<file path="src/sv/assert_macros.svh">
// Assertion macros shared by the sanitizer RTL.
// No dependencies; the macro bodies are empty when SYNTHESIS is defined.
`ifndef ASSERT_MACROS_SVH
`define ASSERT_MACROS_SVH

`ifndef SYNTHESIS
`define USF_ASSERT(lbl, clk, rstn, prop) \
    lbl: assert property (@(posedge clk) disable iff (!rstn) (prop)) \
        else $error("sanitizer assertion failed");
`define USF_ASSERT_NEVER(lbl, clk, rstn, expr) \
    lbl: assert property (@(posedge clk) disable iff (!rstn) !(expr)) \
        else $error("sanitizer forbidden condition seen");
`else
`define USF_ASSERT(lbl, clk, rstn, prop)
`define USF_ASSERT_NEVER(lbl, clk, rstn, expr)
`endif

`endif

</file>
<file path="src/sv/usf_pkg.sv">
// Types, constants and byte classification functions for the UTF-8 sanitizer.
// No dependencies; used by every module of the block.
package usf_pkg;

    localparam int QDEPTH = 4;
    localparam int QPTR_W = $clog2(QDEPTH);
    localparam int QCNT_W = $clog2(QDEPTH + 1);

    localparam logic [7:0] SUB_RESET = 8'h3F;
    localparam logic [7:0] ASCII_DEL = 8'h7F;
    localparam logic [7:0] CTRL_MAX  = 8'h1F;

    localparam logic [2:0] LEN_STRAY = 3'd0;
    localparam logic [2:0] LEN_ASCII = 3'd1;
    localparam logic [2:0] LEN_TWO   = 3'd2;
    localparam logic [2:0] LEN_THREE = 3'd3;
    localparam logic [2:0] LEN_FOUR  = 3'd4;

    localparam logic [10:0] CP_C1_MAX      = 11'h09F;
    localparam logic [10:0] CP_SOFT_HYPHEN = 11'h0AD;
    localparam logic [10:0] CP_COMB_LO     = 11'h300;
    localparam logic [10:0] CP_COMB_HI     = 11'h36F;
    localparam logic [10:0] CP_ARAB_LO     = 11'h600;
    localparam logic [10:0] CP_ARAB_HI     = 11'h605;
    localparam logic [10:0] CP_ALM         = 11'h61C;
    localparam logic [10:0] CP_AYAH        = 11'h6DD;
    localparam logic [10:0] CP_SAM         = 11'h70F;

    // One decided run of bytes, oldest in bytes[0]
    typedef struct packed {
        logic [3:0][7:0] bytes;
        logic [1:0]      cnt_m1;
        logic            last;
    } group_t;

    function automatic logic [2:0] lead_length(input logic [7:0] b);
        logic [2:0] len;
        if (b[7] == 1'b0)
            len = LEN_ASCII;
        else if ((b & 8'hE0) == 8'hC0)
            len = LEN_TWO;
        else if ((b & 8'hF0) == 8'hE0)
            len = LEN_THREE;
        else if ((b & 8'hF8) == 8'hF0)
            len = LEN_FOUR;
        else
            len = LEN_STRAY;
        return len;
    endfunction

    function automatic logic is_cont(input logic [7:0] b);
        return (b & 8'hC0) == 8'h80;
    endfunction

    function automatic logic is_ctrl(input logic [7:0] b);
        return (b <= CTRL_MAX) || (b == ASCII_DEL);
    endfunction

    function automatic logic two_byte_rejected(input logic [7:0] lead, input logic [7:0] c1);
        logic [10:0] cp;
        cp = {lead[4:0], c1[5:0]};
        return (cp <= CP_C1_MAX) || (cp == CP_SOFT_HYPHEN)
            || ((cp >= CP_COMB_LO) && (cp <= CP_COMB_HI))
            || ((cp >= CP_ARAB_LO) && (cp <= CP_ARAB_HI))
            || (cp == CP_ALM) || (cp == CP_AYAH) || (cp == CP_SAM);
    endfunction

endpackage

</file>
<file path="src/sv/usf_front.sv">
// Front end: accepts bytes, holds undecided sequences and decides each byte.
// Depends on usf_pkg and assert_macros.svh; pushes decided runs to usf_queue.
`include "assert_macros.svh"

module usf_front (
    input  logic               clk,
    input  logic               rst_n,
    input  logic               in_valid,
    output logic               in_stall,
    input  logic [7:0]         in_byte,
    input  logic               in_last,
    input  logic [7:0]         sub_byte,
    input  logic               full,
    output logic               push,
    output usf_pkg::group_t    push_data
);

    logic [1:0] cnt_reg;
    logic [1:0] cnt_next;
    logic [7:0] pend_reg  [3];
    logic [7:0] pend_next [3];
    logic [7:0] win [4];
    logic [7:0] val [4];
    logic [2:0] n;
    logic [2:0] k;
    logic       accept;

    assign in_stall = full;
    assign accept   = in_valid && !in_stall;
    assign n        = {1'b0, cnt_reg} + 3'd1;

    always_comb
    begin
        for (int j = 0; j < 3; j++)
        begin
            win[j] = (2'(j) < cnt_reg) ? pend_reg[j] : in_byte;
        end
        win[3] = in_byte;
    end

    // Scan the window from the oldest byte; decided bytes form a prefix
    always_comb
    begin
        logic [1:0] skip;
        logic       stop;
        logic       flush;
        logic       rep;
        logic       bad;
        logic [2:0] t;
        logic [2:0] r;
        skip  = 2'd0;
        stop  = 1'b0;
        flush = 1'b0;
        rep   = 1'b0;
        bad   = 1'b0;
        t     = usf_pkg::LEN_STRAY;
        r     = 3'd0;
        k     = 3'd0;
        for (int i = 0; i < 4; i++)
        begin
            val[i] = win[i];
            if ((3'(i) < n) && !stop)
            begin
                if (skip != 2'd0)
                begin
                    skip   = skip - 2'd1;
                    val[i] = rep ? sub_byte : win[i];
                    k      = k + 3'd1;
                end
                else if (flush)
                begin
                    val[i] = sub_byte;
                    k      = k + 3'd1;
                end
                else
                begin
                    t = usf_pkg::lead_length(win[i]);
                    r = n - 3'(i);
                    if (t == usf_pkg::LEN_STRAY)
                    begin
                        val[i] = sub_byte;
                        k      = k + 3'd1;
                    end
                    else if (t == usf_pkg::LEN_ASCII)
                    begin
                        val[i] = usf_pkg::is_ctrl(win[i]) ? sub_byte : win[i];
                        k      = k + 3'd1;
                    end
                    else if (in_last && (r < t))
                    begin
                        flush  = 1'b1;
                        val[i] = sub_byte;
                        k      = k + 3'd1;
                    end
                    else if (!in_last && (r < (t - 3'd1)))
                    begin
                        stop = 1'b1;
                    end
                    else
                    begin
                        bad = 1'b0;
                        for (int q = 1; q < 4; q++)
                        begin
                            if (((i + q) < 4) && (3'(q) < r) && (3'(q) < t)
                                && !usf_pkg::is_cont(win[2'(i + q)]))
                                bad = 1'b1;
                        end
                        if (bad)
                        begin
                            val[i] = sub_byte;
                            k      = k + 3'd1;
                        end
                        else if (r < t)
                        begin
                            stop = 1'b1;
                        end
                        else
                        begin
                            if (i < 3)
                                rep = (t != usf_pkg::LEN_TWO)
                                    || usf_pkg::two_byte_rejected(win[i], win[2'(i + 1)]);
                            else
                                rep = 1'b1;
                            val[i] = rep ? sub_byte : win[i];
                            skip   = 2'(t - 3'd1);
                            k      = k + 3'd1;
                        end
                    end
                end
            end
        end
    end

    // Hold the undecided suffix
    always_comb
    begin
        cnt_next = 2'(n - k);
        for (int j = 0; j < 3; j++)
        begin
            pend_next[j] = pend_reg[j];
            for (int s = 0; s < 4; s++)
            begin
                if ((k == 3'(s)) && ((s + j) < 4))
                    pend_next[j] = win[2'(s + j)];
            end
        end
    end

    assign push = accept && (k != 3'd0);

    always_comb
    begin
        for (int i = 0; i < 4; i++)
        begin
            push_data.bytes[i] = val[i];
        end
        push_data.cnt_m1 = 2'(k - 3'd1);
        push_data.last   = in_last;
    end

    always_ff @(posedge clk or negedge rst_n)
    begin
        if (!rst_n)
            cnt_reg <= 2'd0;
        else if (accept)
            cnt_reg <= cnt_next;
    end

    always_ff @(posedge clk)
    begin
        if (accept)
        begin
            for (int j = 0; j < 3; j++)
            begin
                pend_reg[j] <= pend_next[j];
            end
        end
    end

    `USF_ASSERT(a_last_empties_hold, clk, rst_n, (accept && in_last) |=> (cnt_reg == 2'd0))
    `USF_ASSERT(a_last_pushes_run, clk, rst_n, (accept && in_last) |-> push)

endmodule

</file>
<file path="src/sv/usf_queue.sv">
// Short queue of decided runs between the front and back ends.
// Depends on usf_pkg and assert_macros.svh.
`include "assert_macros.svh"

module usf_queue (
    input  logic            clk,
    input  logic            rst_n,
    input  logic            push,
    input  usf_pkg::group_t push_data,
    output logic            full,
    input  logic            pop,
    output usf_pkg::group_t head,
    output logic            empty
);

    usf_pkg::group_t                    entry_reg [usf_pkg::QDEPTH];
    logic [usf_pkg::QPTR_W-1:0]         wr_ptr_reg;
    logic [usf_pkg::QPTR_W-1:0]         rd_ptr_reg;
    logic [usf_pkg::QCNT_W-1:0]         count_reg;
    logic [usf_pkg::QCNT_W-1:0]         count_next;

    assign full  = (count_reg == usf_pkg::QCNT_W'(usf_pkg::QDEPTH));
    assign empty = (count_reg == '0);
    assign head  = entry_reg[rd_ptr_reg];

    always_comb
    begin
        count_next = count_reg;
        if (push && !pop)
            count_next = count_reg + usf_pkg::QCNT_W'(1);
        else if (pop && !push)
            count_next = count_reg - usf_pkg::QCNT_W'(1);
    end

    always_ff @(posedge clk or negedge rst_n)
    begin
        if (!rst_n)
        begin
            wr_ptr_reg <= '0;
            rd_ptr_reg <= '0;
            count_reg  <= '0;
        end
        else
        begin
            if (push)
                wr_ptr_reg <= wr_ptr_reg + usf_pkg::QPTR_W'(1);
            if (pop)
                rd_ptr_reg <= rd_ptr_reg + usf_pkg::QPTR_W'(1);
            count_reg <= count_next;
        end
    end

    always_ff @(posedge clk)
    begin
        if (push)
            entry_reg[wr_ptr_reg] <= push_data;
    end

    `USF_ASSERT_NEVER(a_no_push_full, clk, rst_n, push && full)
    `USF_ASSERT_NEVER(a_no_pop_empty, clk, rst_n, pop && empty)

endmodule

</file>
<file path="src/sv/usf_back.sv">
// Back end: sends the bytes of each queued run, one transfer per cycle while out_stall is low.
// Depends on usf_pkg and assert_macros.svh; reads the head of usf_queue.
`include "assert_macros.svh"

module usf_back (
    input  logic            clk,
    input  logic            rst_n,
    input  usf_pkg::group_t head,
    input  logic            empty,
    output logic            pop,
    output logic            out_valid,
    input  logic            out_stall,
    output logic [7:0]      out_byte,
    output logic            out_run_end,
    output logic            out_buffer_end
);

    logic [1:0] idx_reg;
    logic [1:0] idx_next;
    logic       xfer;

    assign out_valid      = !empty;
    assign xfer           = out_valid && !out_stall;
    assign out_byte       = head.bytes[idx_reg];
    assign out_run_end    = (idx_reg == head.cnt_m1);
    assign out_buffer_end = out_run_end && head.last;
    assign pop            = xfer && out_run_end;

    always_comb
    begin
        idx_next = idx_reg;
        if (xfer)
            idx_next = out_run_end ? 2'd0 : idx_reg + 2'd1;
    end

    always_ff @(posedge clk or negedge rst_n)
    begin
        if (!rst_n)
            idx_reg <= 2'd0;
        else
            idx_reg <= idx_next;
    end

    `USF_ASSERT(a_idx_in_run, clk, rst_n, !empty |-> (idx_reg <= head.cnt_m1))

endmodule

</file>
<file path="src/sv/utf8_stream_sanitizer.sv">
// Top level of the UTF-8 stream sanitizer: substitute register and the
// front end, run queue and back end. Depends on usf_pkg, usf_front, usf_queue, usf_back.
//
//  channel  | handshake           | payload
//  ---------+---------------------+-------------------------------------------
//  input    | in_valid / in_stall | in_byte, in_last
//  output   | out_valid/out_stall | out_byte, out_run_end, out_buffer_end
//  config   | cfg_valid/cfg_ready | substitute_byte
//
// One byte is taken per cycle while the four-entry run queue has room; each
// accepted byte is decided in the cycle it arrives or held (at most three).
// The back end sends one byte per cycle while out_stall is low, and the output
// port sets the sustained rate of one byte per cycle.
// Reset clears the hold count, queue and substitute (to '?'); no clearing pass.
// An output stall fills the queue, after which in_stall rises.
module utf8_stream_sanitizer (
    input  logic       clk,
    input  logic       rst_n,
    input  logic       in_valid,
    output logic       in_stall,
    input  logic [7:0] in_byte,
    input  logic       in_last,
    output logic       out_valid,
    input  logic       out_stall,
    output logic [7:0] out_byte,
    output logic       out_run_end,
    output logic       out_buffer_end,
    input  logic       cfg_valid,
    output logic       cfg_ready,
    input  logic [7:0] substitute_byte
);

    logic [7:0]      sub_reg;
    logic            push;
    logic            pop;
    logic            full;
    logic            empty;
    usf_pkg::group_t push_data;
    usf_pkg::group_t head;

    assign cfg_ready = 1'b1;

    always_ff @(posedge clk or negedge rst_n)
    begin
        if (!rst_n)
            sub_reg <= usf_pkg::SUB_RESET;
        else if (cfg_valid && cfg_ready)
            sub_reg <= substitute_byte;
    end

    usf_front u_front (
        .clk       (clk),
        .rst_n     (rst_n),
        .in_valid  (in_valid),
        .in_stall  (in_stall),
        .in_byte   (in_byte),
        .in_last   (in_last),
        .sub_byte  (sub_reg),
        .full      (full),
        .push      (push),
        .push_data (push_data)
    );

    usf_queue u_queue (
        .clk       (clk),
        .rst_n     (rst_n),
        .push      (push),
        .push_data (push_data),
        .full      (full),
        .pop       (pop),
        .head      (head),
        .empty     (empty)
    );

    usf_back u_back (
        .clk            (clk),
        .rst_n          (rst_n),
        .head           (head),
        .empty          (empty),
        .pop            (pop),
        .out_valid      (out_valid),
        .out_stall      (out_stall),
        .out_byte       (out_byte),
        .out_run_end    (out_run_end),
        .out_buffer_end (out_buffer_end)
    );

endmodule

</file>
<file path="config.mk">
export PLATFORM = sky130hd
export DESIGN_NAME = utf8_stream_sanitizer
export DESIGN_NICKNAME = d
export VERILOG_FILES = /design/src/sv/usf_pkg.sv /design/src/sv/usf_front.sv /design/src/sv/usf_queue.sv /design/src/sv/usf_back.sv /design/src/sv/utf8_stream_sanitizer.sv
export VERILOG_INCLUDE_DIRS = /design/src /design/src/sv
export SDC_FILE = /design/constraint.sdc
export NUM_CORES = 1
export LEC_CHECK = 0
export BUFFER_PORTS_ARGS = -buffer_cell sky130_fd_sc_hd__buf_2
export CAP_MARGIN = 20
export CELL_PAD_IN_SITES_DETAIL_PLACEMENT = 0
export CELL_PAD_IN_SITES_GLOBAL_PLACEMENT = 1
export CORE_MARGIN = 2
export CORE_UTILIZATION = 57
export DETAILED_ROUTE_END_ITERATION = 10
export MAX_ROUTING_LAYER = met4
export PLACE_DENSITY = 0.84
export SYNTH_ARGS = -nofsm -noshare
export SYNTH_HDL_FRONTEND = slang
export SYNTH_SLANG_ARGS = --single-unit
</file>
<file path="constraint.sdc">
create_clock -name clk -period 20.9 [get_ports clk]
set_clock_uncertainty 0.15 [all_clocks]
set_input_delay 2.09 -clock clk [delete_from_list [all_inputs] [get_ports clk]]
set_output_delay 2.09 -clock clk [all_outputs]
set_load 0.01 [all_outputs]
</file>
======== Yosys cells after proc, flatten, opt, wreduce, memory -nomap -nowiden ========
Memory sizes are Yosys's and may differ from the RTL's.
Index checks and enable logic that the tools add are counted.
word-level totals
  output and inout port bits .............. 13
  register bits after elaboration ......... 19
  memories ................................ 2
  input bits .............................. 22
  RAM bits ................................ 164
cells by class
  equal/unequal tests ..................... 31
  reductions and logical operators ........ 54
  $lt $le $gt $ge ......................... 26
  multiplexer cells ....................... 268
  add/sub/neg operators ................... 20
memory list
  name               words  bits a word  read ports  clocked after Yosys merged registers in  write ports  line             text
  u_queue.entry_reg  4      35           1           0                                        1            usf_queue.sv:16  usf_pkg::group_t entry_reg [usf_pkg::QDEPTH];
  u_front.pend_reg   3      8            3           0                                        3            usf_front.sv:20  logic [7:0] pend_reg [3];
operators with widths
  cell                    count
  $mux W8                 57
  $mux W3                 60
  $mux W1                 124
  $mux W2                 26
  $eq A11 B11 Y1 const B  3
  $eq A8 B7 Y1 const B    4
  $le A8 B5 Y1 const B    4
  $lt A3 B3 Y1            8
  $logic_and A1 B1 Y1     22
  $eq A5 B5 Y1 const B    4
  $logic_not A3 Y1        6
  $sub A3 B1 Y3 const B   6
  $bmux W8 S2             1
  $eq A4 B4 Y1 const B    4
  $eq A3 B1 Y1 const B    5
  $eq A3 B3 Y1 const B    5
  $add A3 B1 Y3 const B   4
  $eq A11 B8 Y1 const B   1
  $ge A11 B10 Y1 const B  1
  $ge A11 B11 Y1 const B  1
  $le A11 B10 Y1 const B  1
  $le A11 B11 Y1 const B  1
  $le A11 B8 Y1 const B   1
  $logic_or A1 B1 Y1      11
  17 further kinds        39

======== Longest topological paths before layout ========
  depth after elaboration ................. 87
  depth in mapped cells ................... 34
  mapped depth without buffers ............ 31

======== By module ========
A second synthesis with hierarchy kept.
second synthesis, totals
  cell total of the unflattened synthesis .. 694
  area total of the unflattened synthesis .. 9,795.6 µm²
modules (own cells, without submodules)
  module                 seq. area each (µm²)  times used  area an instance (µm²)  cells an instance
  usf_queue              4,379.2               1           5,500.3                 217
  usf_front              530.5                 1           3,584.7                 430
  usf_back               50.0                  1           360.3                   28
  utf8_stream_sanitizer  207.7                 1           350.3                   19

======== Worst setup path before layout ========
No wires, ideal clock.
  kind .................................... input -> register
  start point ............................. input in_byte[3]
  end point ............................... memory u_queue.entry_reg[0][0] (netlist bit) (enable)
  setup time .............................. 0.427 ns
  arrival time ............................ 7.939 ns
  cell stages on the path ................. 22
  slack ................................... 12.384 ns
  path buffers ............................ 1
  cells stage by stage .................... clkbuf_1 and4b_1 o211a_1 inv_2 ha_1 a21oi_1 nand2_1 a211o_2 a221oi_4 nor2_1 ha_1 nand2_1 a211oi_1 o21a_1 ha_1 mux2_4 ha_1 mux2i_1 ha_1 nor2b_1 a211o_1 nor2_1
between the ends
  word-level cells in the longest chain between the ends .. 55
  elaborated cells between the ends (all ways) .. 187
  those cells by class .................... 9 x add/sub; 9 x order compare; 8 x eq/ne; 136 x mux; 25 x reduce/logical
RTL lines
  element                            line                         text
  from (decl)                        utf8_stream_sanitizer.sv:21  input logic [7:0] in_byte,
  $mux W8                            usf_front.sv:36              win[j] = (2'(j) < cnt_reg) ? pend_reg[j] : in_byte;
  $eq A5 B5 Y1                       usf_pkg.sv:44                else if ((b & 8'hF8) == 8'hF0)
  $mux W3                            usf_pkg.sv:44
  $mux W3                            usf_pkg.sv:42                else if ((b & 8'hF0) == 8'hE0)
  $mux W3                            usf_pkg.sv:40                else if ((b & 8'hE0) == 8'hC0)
  $mux W3                            usf_pkg.sv:38                if (b[7] == 1'b0)
  $mux W3                            usf_front.sv:62              if ((3'(i) < n) && !stop)
  $lt A1 B3 Y1                       usf_front.sv:104             if (((i + q) < 4) && (3'(q) < r) && (3'(q) < t)
  [... 39 more ...]                  -
  $mux W3                            usf_front.sv:79              if (t == usf_pkg::LEN_STRAY)
  $mux W3                            usf_front.sv:70              else if (flush)
  $mux W3                            usf_front.sv:64              if (skip != 2'd0)
  $mux W3 (*)                        usf_front.sv:62
  $reduce_bool A3 Y1 (*)             usf_front.sv:149             assign push = accept && (k != 3'd0);
  $logic_and A1 B1 Y1 (*)            usf_front.sv:149
  $mux W1 (*)                        usf_queue.sv:55              if (push)
  $mux W1 (implied by the code) (*)  usf_queue.sv:56              entry_reg[wr_ptr_reg] <= push_data;
  to (decl)                          usf_queue.sv:16
Mark *: on every way between the ends. The rest lies on a longest branch, timed or not. The select of a mux whose other input is x is not followed.

======== Worst setup path in the final report ========
  start point ............................. register u_front.cnt_reg[1]
  end point ............................... register u_queue.count_reg[2] (netlist bit)
between the ends
  word-level cells in the longest chain between the ends .. 57
  elaborated cells between the ends (all ways) .. 198
  those cells by class .................... 12 x add/sub; 16 x order compare; 13 x eq/ne; 128 x mux; 29 x reduce/logical
RTL lines
  element                       line                         text
  from (decl)                   usf_front.sv:18              logic [1:0] cnt_reg;
  from (signal assigned)        usf_front.sv:166             cnt_reg <= cnt_next;
  $lt A1 B2 Y1                  usf_front.sv:36
  $mux W8                       usf_front.sv:36
  $eq A5 B5 Y1                  usf_pkg.sv:44
  $mux W3                       usf_pkg.sv:44
  $mux W3                       usf_pkg.sv:42
  $mux W3                       usf_pkg.sv:40
  $mux W3                       usf_pkg.sv:38
  $mux W3                       usf_front.sv:62
  [... 42 more ...]             -
  $mux W3                       usf_front.sv:64
  $mux W3 (*)                   usf_front.sv:62
  $reduce_bool A3 Y1 (*)        usf_front.sv:149
  $logic_and A1 B1 Y1 (*)       usf_front.sv:149
  via push                      utf8_stream_sanitizer.sv:34  logic push;
  $logic_not A1 Y1              usf_queue.sv:31              else if (pop && !push)
  $logic_and A1 B1 Y1           usf_queue.sv:31
  $reduce_bool A2 Y1 (no line)  -
  to (signal assigned)          usf_queue.sv:49              count_reg <= count_next;
  to (decl)                     usf_queue.sv:19              logic [usf_pkg::QCNT_W-1:0] count_reg;
The timed path passes the listed nets; every way through them passes the cells marked *. The select of a mux whose other input is x is not followed.
A chain may end at the register's enable or synchronous reset.

==> impl_metrics.json <==
{
  "status": "finished clean",
  "cts_tree": "built",
  "syn-num-nets": 790,
  "numPlacedInstances": 959,
  "final.setup.tns_ns": 0,
  "root_buffer": "clkbuf_16",
  "drt_iter0_drc": 733,
  "setup_viol": 0,
  "syn2layout_area_growth_pct": 10.13,
  "wl_per_cell_um": 24.30,
  "use_met3": 0.04153,
  "grt_pass1_wl_um": 38090,
  "largest_reg_flops": 140,
  "final_area_um2": 10900,
  "synth_area_um2": 9893,
  "multi_input_area_um2": 4448,
  "grt_max_degree": 37,
  "cp-start-kind": "flop",
  "arrival_ns": 8.68,
  "synth_flop_cell": "edfxtp_1",
  "final-max-slew-violation-count": 0,
  "port_buffers": 33,
  "drv_cap": 0,
  "htreeDepth": 4,
  "synth_top_family_by_area": "multiplexers",
  "synth_edf_count": 156,
  "dp_hpwl_um": 16500,
  "die_h_um": 135.7,
  "postCtsSetupRepairBufs": 0,
  "yosys_warnings": 0,
  "fmax_ghz": 0.1177,
  "numCtsBuffers": 17,
  "vias": 6601,
  "antenna_left": 0,
  "crit_path_frequent_cell": "ha_1",
  "initial_utilization": 0.5780,
  "ys_seq_area_frac": 0.5223,
  "clock_latency_ns": 0.42,
  "synth-xor-area-share": 0.01416,
  "synth-adder-area-share": 0.05261,
  "ys_seq_elements": 175,
  "ctsResizeCount": 0,
  "fin_nets": 820,
  "nFillCells": 1239,
  "slowest_stage": "dfrtp_1",
  "cp_max_fo": 23,
  "synth.mux.area_fraction": 0.1714,
  "hold_viol": 0,
  "ctsLongestPathBuffers": 2,
  "hold_class": "reg2reg",
  "worstMarginPinSlew_ns": 1.035,
  "busiest_layer": "met2",
  "path_class": "reg2reg",
  "critPathMaxStageDelay_ns": 1.02,
  "whs_ns": 0.3770,
  "cts_sinks": 175,
  "die_w_um": 135.7,
  "grtUsageMet1": 0.3808,
  "ff_latch_area_um2": 5169,
  "rows": 48,
  "clk_pin_slew_worst_paths_ns": 0.07,
  "grt_pass1_vias": 6549,
  "antenna_found_initial": 1,
  "synthSimpleGateAreaFrac": 0.09612,
  "grtUsageMet2": 0.4652,
  "dieArea_um2": 18430,
  "grt-ovfl-total": 0,
  "async_reset_ff_frac": 0.1086,
  "avgSynthCellArea_um2": 13.61,
  "crit_required_ns": 21.09,
  "fin_cells": 996,
  "coreArea_um2": 17120,
  "synthCells": 727,
  "drcViolationCount": 0,
  "ys_types": 91,
  "postRouteWirelength_um": 24200,
  "routed_via_density": 6.628,
  "synth-compound-area-share": 0.1119,
  "routabilityCongestion": 0.9546,
  "max_slew_margin": 0.3103,
  "fin_crit_sh": 0.4065,
  "rsz0062_at_grt": "false",
  "cp-end-kind": "flop",
  "placed_area_um2": 10240,
  "io_pins": 35,
  "layout-drive-gt1-share": 0.2558,
  "grt_util_all_layers": 0.2853,
  "cts-hold-fix-buffers": 0,
  "firstDrtPassIters": 5,
  "finalCriticalPeriod_ns": 8.496
}
## area by class of cell
| cell class | count | share of cell area |
|---|---|---|
| clock inverter | 15 | 0.01321 |
| multi-input combinational | 481 | 0.4082 |
| tap | 225 | 0.02584 |
| antenna | 1 | 0.0002297 |
| sequential | 175 | 0.4744 |
| clock buffer | 17 | 0.03904 |
| timing repair buffer | 40 | 0.02458 |
| inverter | 42 | 0.01447 |
## layer usage
metal | vias up | share of wire | routed length (um)
li1 | 2917 | - | -
met1 | 3376 | 0.42 | 10230
met2 | 274 | 0.50 | 12120
met3 | 34 | 0.060 | 1462
met4 | 0 | 0.016 | 384
met5 | - | 0 | 0
## cell families (layout without fill, tap and decap cells)
family / count (synthesis) / count (layout)
mux: 103 / 103
fa+ha+maj: 41 / 41
compound gates: 145 / 145
simple gates: 175 / 175
xor+xnor: 16 / 16
flops: 175 / 175
buf+inv: 71 / 114
other cells: 1 / 2
## final timing paths
path	cells after the start	endpoint	from	slack [ns]
max	31	u_queue.count_reg[2]	u_front.cnt_reg[1]	12.40
min	1	u_queue.count_reg[2]	u_queue.count_reg[2]	0.38
max reg2reg	31	u_queue.count_reg[2]	u_front.cnt_reg[1]	12.40
min reg2reg	1	u_queue.count_reg[2]	u_queue.count_reg[2]	0.38
max in group asynchronous	1	u_queue.rd_ptr_reg[0]	rst_n	18.74
min in group asynchronous	1	u_queue.rd_ptr_reg[1]	rst_n	1.49
## stage by stage
step                      utilization  setup WS [ns]
after CTS                      0.6317          12.45
after floorplan                     -          12.38
after global routing           0.6366          11.85
after global placement         0.5985          12.29
final                          0.6366          12.40
after detailed placement       0.5985          12.09
## critical path, delay by kind of cell (launching register included)
family | cells | cell delay (ns)
xor gates and xnor gates | 2 | 0.34
DFF | 1 | 1.02
muxes | 3 | 0.67
AOI/OAI and AO/OA | 5 | 1.55
adders and majority gates | 9 | 2.42
buffers and inverters | 5 | 0.85
and+or+nand+nor | 7 | 1.38
## synthesized netlist by cell type, types with 9 or more instances
cell type | count | area, um^2
edfxtp_1 | 156 | 4684
mux4_2 | 43 | 968.4
nand2_1 | 42 | 157.7
ha_1 | 40 | 500.5
inv_1 | 40 | 150.1
nor2_1 | 36 | 135.1
mux2_2 | 33 | 371.6
o21ai_0 | 29 | 145.1
a21oi_1 | 21 | 105.1
clkbuf_1 | 17 | 63.81
mux2i_1 | 16 | 160.2
nand3_1 | 14 | 70.07
nor3_1 | 14 | 70.07
dfrtp_1 | 13 | 325.3
a211oi_1 | 12 | 90.09
and2_1 | 10 | 62.56
a31oi_1 | 9 | 56.30
nand2b_1 | 9 | 56.30
o21a_1 | 9 | 67.56
xnor2_1 | 9 | 78.83
## cell usage in the layout (no fill, tap or decap), types with 4 or more instances in the layout
master / netlist / layout
dfstp_2: 6 / 6
o31ai_1: 5 / 5
nor3_1: 14 / 14
nor2_1: 36 / 32
a31oi_1: 9 / 9
inv_1: 40 / 40
mux4_2: 43 / 43
o21ai_0: 29 / 29
xor2_1: 7 / 7
o22ai_1: 8 / 8
nand4_1: 6 / 6
mux2i_4: 4 / 4
buf_12: 0 / 4
nand2b_1: 9 / 9
clkinv_4: 0 / 4
mux2i_1: 16 / 16
buf_2: 3 / 33
mux2_4: 7 / 7
xnor2_1: 9 / 9
nor2b_1: 4 / 4
dfrtp_1: 13 / 12
mux2_2: 33 / 33
nand3_1: 14 / 14
a211oi_1: 12 / 12
edfxtp_1: 156 / 156
and3_1: 6 / 6
nor4_1: 4 / 4
a21oi_1: 21 / 21
clkbuf_16: 0 / 17
inv_8: 0 / 5
nand2_1: 42 / 42
o21a_1: 9 / 9
nor2_4: 0 / 4
ha_1: 40 / 40
a21o_1: 4 / 4
and2_1: 10 / 10
Power is not shown: default switching activity piles up to over one toggle a cycle in this logic, so the estimate is an artifact.
